===== config.mk =====
export PLATFORM = sky130hd
export DESIGN_NAME = rups_ctrl
export DESIGN_NICKNAME = d
export VERILOG_FILES = /design/src/design/rups_pkg.sv /design/src/design/rups_ctrl.sv
export SDC_FILE = /design/constraint.sdc
export NUM_CORES = 1
export LEC_CHECK = 0
export BUFFER_PORTS_ARGS = -buffer_cell sky130_fd_sc_hd__buf_2
export CORE_MARGIN = 2
export CORE_UTILIZATION = 40
export CTS_BUF_LIST = sky130_fd_sc_hd__clkbuf_16
export DETAILED_ROUTE_END_ITERATION = 6
export HOLD_SLACK_MARGIN = 0.06
export SYNTH_ARGS = -nofsm -noshare
export SYNTH_HDL_FRONTEND = slang
export SYNTH_SLANG_ARGS = --single-unit

===== constraint.sdc =====
create_clock -name clock -period 9.5 [get_ports clock]
set_input_delay 1.425 -clock clock [delete_from_list [all_inputs] [get_ports clock]]
set_output_delay 1.425 -clock clock [all_outputs]
set_load 0.1 [all_outputs]

===== src/design/rups_pkg.sv =====
`default_nettype none
// ---------------------------------------------------------------------------
// rups_pkg
// shared types, codes and limits for the rectangle update / prefix sum block
// ---------------------------------------------------------------------------
package rups_pkg;

   localparam int DefMaxRows = 32;
   localparam int DefMaxCols = 32;

   localparam logic [1:0] ST_OK    = 2'd0;
   localparam logic [1:0] ST_COORD = 2'd1;
   localparam logic [1:0] ST_PHASE = 2'd2;

   localparam logic [2:0] OP_CLEAR = 3'd0;
   localparam logic [2:0] OP_LOAD  = 3'd1;
   localparam logic [2:0] OP_RADD  = 3'd2;
   localparam logic [2:0] OP_BUILD = 3'd3;
   localparam logic [2:0] OP_QUERY = 3'd4;

   localparam logic CSR_ROWS = 1'b0;
   localparam logic CSR_COLS = 1'b1;

   // datapath accumulator selection
   typedef enum logic [1:0] {
      ACC_HOLD,
      ACC_LOAD,
      ACC_ADD,
      ACC_SUB
   } acc_op_type;

   typedef enum logic [3:0] {
      S_IDLE,
      S_CLEAR,
      S_CORNER_RD,
      S_CORNER_WAIT,
      S_CORNER_WR,
      S_BLD_RD,
      S_BLD_WAIT,
      S_BLD_WR,
      S_QRY_RD,
      S_QRY_WAIT,
      S_RESP
   } state_type;

   // commands from controller to datapath
   typedef struct packed {
      logic        mem_rd;
      logic        mem_wr;
      logic [9:0]  rd_row;
      logic [9:0]  rd_col;
      logic [9:0]  wr_row;
      logic [9:0]  wr_col;
      logic        wr_zero;
      acc_op_type  acc_op;
      logic        acc_neg_amt;
      logic        acc_use_amt;
   } cmd_type;

endpackage
`default_nettype wire


===== src/design/rups_ctrl.sv =====
`default_nettype none
// ---------------------------------------------------------------------------
// rups_ctrl
// sequencer for clear, corner updates, prefix passes and queries
// ---------------------------------------------------------------------------
module rups_ctrl
   import rups_pkg::*;
#(
   parameter int MAX_ROWS = DefMaxRows,
   parameter int MAX_COLS = DefMaxCols
) (
   input  wire logic         clock,
   input  wire logic         reset,
   input  wire logic         req_valid,
   output logic              req_stall,
   input  wire logic [2:0]   req_opcode,
   input  wire logic [4:0]   req_row_first,
   input  wire logic [4:0]   req_col_first,
   input  wire logic [4:0]   req_row_last,
   input  wire logic [4:0]   req_col_last,
   input  wire logic [5:0]   rows_cfg,
   input  wire logic [5:0]   cols_cfg,
   output logic              rsp_valid,
   input  wire logic         rsp_stall,
   output logic [1:0]        rsp_status,
   output logic              rsp_is_sum,
   output cmd_type           cmd
);
   state_type state_ff, state_in;
   logic [10:0] nr, nc;
   logic [9:0]  r1_ff, c1_ff, r2_ff, c2_ff;
   logic [9:0]  r1_in, c1_in, r2_in, c2_in;
   logic [9:0]  i_ff, j_ff, i_in, j_in;
   logic [1:0]  k_ff, k_in;
   logic        pass_ff, pass_in;
   logic        built_ff, built_in;
   logic [1:0]  st_ff, st_in;
   logic        sum_ff, sum_in;
   logic        rv_ff, rv_in;
   logic        init_ff, init_in;
   logic        acc;
   logic        bad;
   logic        in_rng;
   logic [9:0]  cr, cc;
   logic [9:0]  tr, tc;
   logic        tv;
   logic        last_cell;
   logic        qtv_ff;

   // effective counts
   always_comb begin
      nr = (rows_cfg == 6'd0) ? 11'd1 :
           (32'(rows_cfg) > MAX_ROWS) ? 11'(MAX_ROWS) : 11'(rows_cfg);
      nc = (cols_cfg == 6'd0) ? 11'd1 :
           (32'(cols_cfg) > MAX_COLS) ? 11'(MAX_COLS) : 11'(cols_cfg);
   end

   assign req_stall = (state_ff != S_IDLE) || rv_ff;
   assign acc = req_valid && !req_stall;
   assign rsp_valid = rv_ff;
   assign rsp_status = st_ff;
   assign rsp_is_sum = sum_ff;

   // corner k target: 0 (r1,c1) 1 (r2+1,c1) 2 (r1,c2+1) 3 (r2+1,c2+1)
   always_comb begin
      cr = k_ff[0] ? r2_ff + 10'd1 : r1_ff;
      cc = k_ff[1] ? c2_ff + 10'd1 : c1_ff;
      in_rng = (32'(cr) < MAX_ROWS) && (32'(cc) < MAX_COLS);
   end

   // query term k: 0 (r2,c2) + , 1 (r1-1,c2) - , 2 (r2,c1-1) - , 3 (r1-1,c1-1) +
   always_comb begin
      tr = k_ff[0] ? r1_ff - 10'd1 : r2_ff;
      tc = k_ff[1] ? c1_ff - 10'd1 : c2_ff;
      tv = !(k_ff[0] && r1_ff == 10'd0) && !(k_ff[1] && c1_ff == 10'd0);
   end

   assign last_cell = ({1'b0, i_ff} == nr - 11'd1) && ({1'b0, j_ff} == nc - 11'd1);

   // next state
   always_comb begin
      state_in = state_ff;
      r1_in = r1_ff; c1_in = c1_ff; r2_in = r2_ff; c2_in = c2_ff;
      i_in = i_ff; j_in = j_ff; k_in = k_ff; pass_in = pass_ff;
      built_in = built_ff; st_in = st_ff; sum_in = sum_ff; rv_in = rv_ff;
      init_in = init_ff;
      bad = 1'b0;
      if (rv_ff && !rsp_stall)
         rv_in = 1'b0;
      case (state_ff)
         S_IDLE: begin
            if (acc) begin
               r1_in = 10'(req_row_first); c1_in = 10'(req_col_first);
               r2_in = 10'(req_row_last);  c2_in = 10'(req_col_last);
               st_in = ST_OK; sum_in = 1'b0; k_in = 2'd0;
               i_in = 10'd0; j_in = 10'd0; pass_in = 1'b0;
               case (req_opcode)
                  OP_CLEAR: begin
                     built_in = 1'b0;
                     state_in = S_CLEAR;
                  end
                  OP_LOAD: begin
                     r2_in = 10'(req_row_first); c2_in = 10'(req_col_first);
                     bad = (11'(req_row_first) >= nr) || (11'(req_col_first) >= nc);
                     if (built_ff) begin
                        st_in = ST_PHASE; state_in = S_RESP;
                     end else if (bad) begin
                        st_in = ST_COORD; state_in = S_RESP;
                     end else state_in = S_CORNER_RD;
                  end
                  OP_RADD, OP_QUERY: begin
                     bad = (req_row_first > req_row_last) ||
                           (req_col_first > req_col_last) ||
                           (11'(req_row_last) >= nr) || (11'(req_col_last) >= nc);
                     if ((req_opcode == OP_RADD) == built_ff) begin
                        st_in = ST_PHASE; state_in = S_RESP;
                     end else if (bad) begin
                        st_in = ST_COORD; state_in = S_RESP;
                     end else if (req_opcode == OP_RADD) state_in = S_CORNER_RD;
                     else begin
                        sum_in = 1'b1; state_in = S_QRY_RD;
                     end
                  end
                  OP_BUILD: begin
                     if (built_ff) begin
                        st_in = ST_PHASE; state_in = S_RESP;
                     end else state_in = S_BLD_RD;
                  end
                  default: begin
                     st_in = ST_PHASE; state_in = S_RESP;
                  end
               endcase
            end
         end
         S_CLEAR: begin
            // walk every grid cell, row by row
            if (j_ff == 10'(MAX_COLS - 1)) begin
               j_in = 10'd0; i_in = i_ff + 10'd1;
            end else j_in = j_ff + 10'd1;
            if (i_ff == 10'(MAX_ROWS - 1) && j_ff == 10'(MAX_COLS - 1)) begin
               i_in = 10'd0; j_in = 10'd0;
               // the pass after reset answers nothing
               if (init_ff) begin
                  init_in = 1'b0; state_in = S_IDLE;
               end else state_in = S_RESP;
            end
         end
         S_CORNER_RD: begin
            if (in_rng) state_in = S_CORNER_WAIT;
            else if (k_ff == 2'd3) state_in = S_RESP;
            else k_in = k_ff + 2'd1;
         end
         S_CORNER_WAIT: state_in = S_CORNER_WR;
         S_CORNER_WR: begin
            if (k_ff == 2'd3) state_in = S_RESP;
            else begin
               k_in = k_ff + 2'd1; state_in = S_CORNER_RD;
            end
         end
         S_BLD_RD: begin
            // k counts the four reads of one cell update
            if (k_ff == 2'd3) state_in = S_BLD_WAIT;
            else k_in = k_ff + 2'd1;
         end
         S_BLD_WAIT: state_in = S_BLD_WR;
         S_BLD_WR: begin
            k_in = 2'd0;
            state_in = S_BLD_RD;
            if ({1'b0, j_ff} == nc - 11'd1) begin
               j_in = 10'd0; i_in = i_ff + 10'd1;
            end else j_in = j_ff + 10'd1;
            if (last_cell) begin
               i_in = 10'd0; j_in = 10'd0;
               if (pass_ff) begin
                  built_in = 1'b1; state_in = S_RESP;
               end else pass_in = 1'b1;
            end
         end
         S_QRY_RD: begin
            if (k_ff == 2'd3) state_in = S_QRY_WAIT;
            else k_in = k_ff + 2'd1;
         end
         S_QRY_WAIT: state_in = S_RESP;
         S_RESP: begin
            rv_in = 1'b1; state_in = S_IDLE;
         end
         default: state_in = S_IDLE;
      endcase
   end

   // datapath commands
   always_comb begin
      cmd = '0;
      cmd.acc_op = ACC_HOLD;
      case (state_ff)
         S_CLEAR: begin
            cmd.mem_wr = 1'b1; cmd.wr_zero = 1'b1;
            cmd.wr_row = i_ff;
            cmd.wr_col = j_ff;
         end
         S_CORNER_RD: begin
            // read the corner cell and preload the signed amount
            cmd.rd_row = cr; cmd.rd_col = cc; cmd.mem_rd = in_rng;
            cmd.acc_op = ACC_LOAD; cmd.acc_use_amt = 1'b1;
            cmd.acc_neg_amt = k_ff[0] ^ k_ff[1];
         end
         S_CORNER_WAIT: begin
            cmd.acc_op = ACC_ADD;
         end
         S_CORNER_WR: begin
            cmd.mem_wr = 1'b1; cmd.wr_row = cr; cmd.wr_col = cc;
         end
         S_BLD_RD: begin
            // reads: k0 (i,j) k1 (i-1,j) k2 (i,j-1) k3 (i-1,j-1)
            cmd.mem_rd = 1'b1;
            cmd.rd_row = k_ff[0] ? i_ff - 10'd1 : i_ff;
            cmd.rd_col = k_ff[1] ? j_ff - 10'd1 : j_ff;
         end
         S_BLD_WAIT: begin
            // last read lands now: term (i-1,j-1), subtracted
            cmd.acc_op = (i_ff != 10'd0 && j_ff != 10'd0) ? ACC_SUB : ACC_HOLD;
         end
         S_BLD_WR: begin
            cmd.mem_wr = 1'b1; cmd.wr_row = i_ff; cmd.wr_col = j_ff;
         end
         S_QRY_RD: begin
            cmd.mem_rd = 1'b1; cmd.rd_row = tr; cmd.rd_col = tc;
         end
         S_QRY_WAIT: begin
            cmd.acc_op = ACC_ADD;
         end
         default: ;
      endcase
      // accumulate the read issued in the previous cycle
      if (state_ff == S_CORNER_WAIT) cmd.acc_op = ACC_ADD;
      if (state_ff == S_BLD_RD && k_ff != 2'd0) begin
         case (k_ff)
            2'd1: cmd.acc_op = ACC_LOAD;
            2'd2: cmd.acc_op = (i_ff != 10'd0) ? ACC_ADD : ACC_HOLD;
            default: cmd.acc_op = (j_ff != 10'd0) ? ACC_ADD : ACC_HOLD;
         endcase
      end
      if (state_ff == S_QRY_RD && k_ff != 2'd0) begin
         case (k_ff)
            2'd1: cmd.acc_op = ACC_LOAD;
            default: cmd.acc_op = qtv_ff ? ACC_SUB : ACC_HOLD;
         endcase
      end
      if (state_ff == S_QRY_WAIT)
         cmd.acc_op = qtv_ff ? ACC_ADD : ACC_HOLD;
   end

   // validity of the previous query term
   always_ff @(posedge clock) begin
      qtv_ff <= tv;
   end

   always_ff @(posedge clock) begin
      if (reset) begin
         state_ff <= S_CLEAR;
         built_ff <= 1'b0;
         rv_ff <= 1'b0;
         init_ff <= 1'b1;
         i_ff <= 10'd0;
         j_ff <= 10'd0;
      end else begin
         state_ff <= state_in;
         built_ff <= built_in;
         rv_ff <= rv_in;
         init_ff <= init_in;
         i_ff <= i_in;
         j_ff <= j_in;
      end
      r1_ff <= r1_in; c1_ff <= c1_in; r2_ff <= r2_in; c2_ff <= c2_in;
      k_ff <= k_in; pass_ff <= pass_in;
      st_ff <= st_in; sum_ff <= sum_in;
   end
endmodule
`default_nettype wire


==> flow_summary.toml <==
[status]
status = "completed"

[yosys]
synth.top_cell.area_share = 0.1460
synthArstFlopShare = 0
postSynthCellCount = 668
synth_nets = 754
synth.most_common_cell = "nor2_1"
synth_flop_cell = "dfxtp_1"
yosysUniqueCellTypes = 86
synth_edf_count = 26
synth_top_cells_by_count = "nor2_1 (59), nand2_1 (56), ha_1 (47)"
synth.avg_cell_area_um2 = 8.007
ys_seq_elements = 54
yosysSeqAreaShare = 0.2508
ys_warn_count = 0
synth_area_leaders = "edfxtp_1 (15%), ha_1 (11%), dfxtp_1 (10%)"
synth_top_area_cell = "edfxtp_1"
syn_area_um2 = 5349

[global_route]
grt_use_total = 0.2153
grt_pass1_wl_um = 24780
grt_pass1_vias = 4841
grt_overflow_total = 0
antenna_found_initial = 0
grt_max_degree = 26

[timing]
finalSetupTns_ns = 0
grt_setup_unrepaired = "false"
timing.fmax_mhz = 217.6
maxSlewViolCount = 0
hold_viol_final = 0
finalClockSkew_ns = 0.008195
fin_crit_sh = 0.4836
tightest_slew_ns = 1.195
period_needed_ns = 4.595
finalSetupViolCount = 0
slew_headroom = 0.1972

[clock_tree]
htree_levels = 2
cts_resized = 0
clockRootBuffer = "clkbuf_16"
numCtsBuffers = 5
hold_buffers = 0
clock_sinks = 54
cts.path.max_buffers = 2
cts_tree = "built"
clk_latency_ns = 0.30
clk_pin_slew_worst_paths_ns = 0.07
cts_setup_buffers = 0

[die]
initial_core_util = 0.4071
fp-row-count = 42
dieArea_um2 = 14310
core_area_um2 = 13140
ios = 91
fp.dieW_um = 119.6
die_y_um = 119.6

[detailed_routing]
dr.first_iter.drc_count = 376
first_pass_iters = 5
drtAntennaViolNets = 0
top_layer = "met4"
dr_wl_met2_um = 7075
drc = 0
wl_per_cell_um = 17.10
num_vias = 5184
drt-total-wl_um = 15470
viasPerCell = 5.728
wl_met3_um = 929
wl_met1_um = 7023

[finish]
seq_area_um2 = 1341
drive_gt1_frac = 0.1756
syn_to_final_growth_pct = 12.02
layout.cells.non_filler = 905
antennaDiodeCount = 0
final_nets = 814
fillers = 1356
multi_input_comb_area_um2 = 3655

[critical_path]
required_ns = 8.08
arrival_ns = 3.17
r2r_slack_ns = 6.32
cp-start-kind = "flop"
cp-end-kind = "output pin"
rr_startpoint = "j_ff[2]$_SDFFE_PP0P_"
cp_max_fo = 19
reg2reg_to = "state_ff[0]$_SDFFE_PP1P_"
path_class = "flop to output pin"
r2r_cells = 8

[worst_hold_path]
worstHoldStart = "init_ff$_SDFFE_PP1P_"
hold_path_end = "init_ff$_SDFFE_PP1P_"
whs_path_depth = 1
holdCritPathClass = "flop to flop"

[placement]
place_inst = 897
io_buffers = 90
hpwl_um = 12320
gp_congestion = 0.9380

[power]
comb_power_share = 0.324
power_leakage_nw = 2.538
peakVddDrop_mv = 0.07097
sw_frac_of_total = 0.3642
netSwitchingPower_w = 0.0002792
clkPwrFrac = 0.314
p_total_w = 0.0007667
powerDensity_nw_per_um2 = 128.0
power.share.sequential = 0.363
p_int_w = 0.0004875

[run]
drv_cap = 0
-- metrics by stage --
step | cell area, um^2 | utilization | worst slack [ns] | hold WS, ns
6_report | 5992 | 0.4561 | 4.905 | 0.4606
5_1_grt | 5992 | 0.4561 | 4.628 | 0.4745
3_3_place_gp | 5798 | 0.4413 | 5.080 | 0.4398
4_1_cts | 5992 | 0.4561 | 4.928 | 0.4605
3_5_place_dp | 5798 | 0.4413 | 4.958 | 0.4434
2_1_floorplan | 5349 | - | 4.166 | 0.4260
-- sequential cells by signal, summed over array words and instances, names as in the netlist, 4 cells and up --
name / count
r2_ff: 5
state_ff: 4
c2_ff: 5
r1_ff: 5
i_ff: 10
c1_ff: 5
j_ff: 10
-- cells by family (layout without fill, tap and decap cells) --
group / Yosys count / after routing / share of synthesized area
muxes: 3 / 3 / 0.005614
DFF: 54 / 54 / 0.2508
adders and majority gates: 47 / 47 / 0.1099
buffers and inverters: 71 / 132 / 0.06737
AOI/OAI and AO/OA: 182 / 182 / 0.2327
and+or+nand+nor: 269 / 269 / 0.2648
xor gates and xnor gates: 42 / 42 / 0.06877
-- placed cells by master (no fill, tap or decap), types with 6 or more instances in the layout --
master and instances:
nand3_1 23, inv_1 32, o22ai_1 10, edfxtp_1 26
a22o_1 7, nor2_1 58, nor4_1 13, o21ai_0 45
and3_1 8, ha_1 47, a21oi_1 36, buf_2 90
xor2_1 12, and2_1 9, a211oi_1 13, nor2b_1 14
nor3b_1 6, xnor2_1 30, nand2b_1 20, o211ai_1 10
nor3_1 24, dfxtp_1 28, nand2_1 56
-- area by class of cell --
class,count,share of cell area
clock buffers,5,0.02088
clock inverters,3,0.01148
inverters,33,0.02067
multi-input cells,543,0.6099
flip-flops and latches,54,0.2238
well taps,176,0.03675
repair buffers,91,0.07643
-- worst max path at each step --
stage | start | slack (ns) | end | cells after the start
floorplan | k_ff[0]$_SDFFCE_PN0P_ | 4.17 | cmd[3] | 6
global placement | cols_cfg[2] | 5.08 | state_ff[1]$_SDFFE_PP0P_ | 13
detailed placement | cols_cfg[2] | 4.96 | i_ff[2]$_SDFFE_PP0P_ | 11
CTS | k_ff[0]$_SDFFCE_PN0P_ | 4.93 | cmd[3] | 6
global route | k_ff[0]$_SDFFCE_PN0P_ | 4.63 | cmd[3] | 7
finish | state_ff[0]$_SDFFE_PP1P_ | 4.91 | cmd[25] | 5
-- metal layers --
layer,vias up,global-route usage
met3,30,0.02947
met5,-,0
met4,0,0.07426
met1,2398,0.2987
li1,2569,-
met2,187,0.3436
-- power groups by stage --
stage	Clock, W	Combinational, W	Sequential (W)
after floorplan	0	0.000192	0.000274
after global placement	0	0.000242	0.000282
after detailed placement	0	0.000247	0.000283
after CTS	0.000241	0.000247	0.000277
after global routing	0.000250	0.000273	0.000280
final	0.000241	0.000248	0.000278
-- worst max-delay path: stages, from the launching register on --
cell	delay, ns
dfxtp_1	0.74
nand2_1	0.18
nor3_1	0.94
a221oi_1	0.25
o22ai_1	0.27
buf_2	0.48
Note: power is estimated with default switching activity, not from simulation.
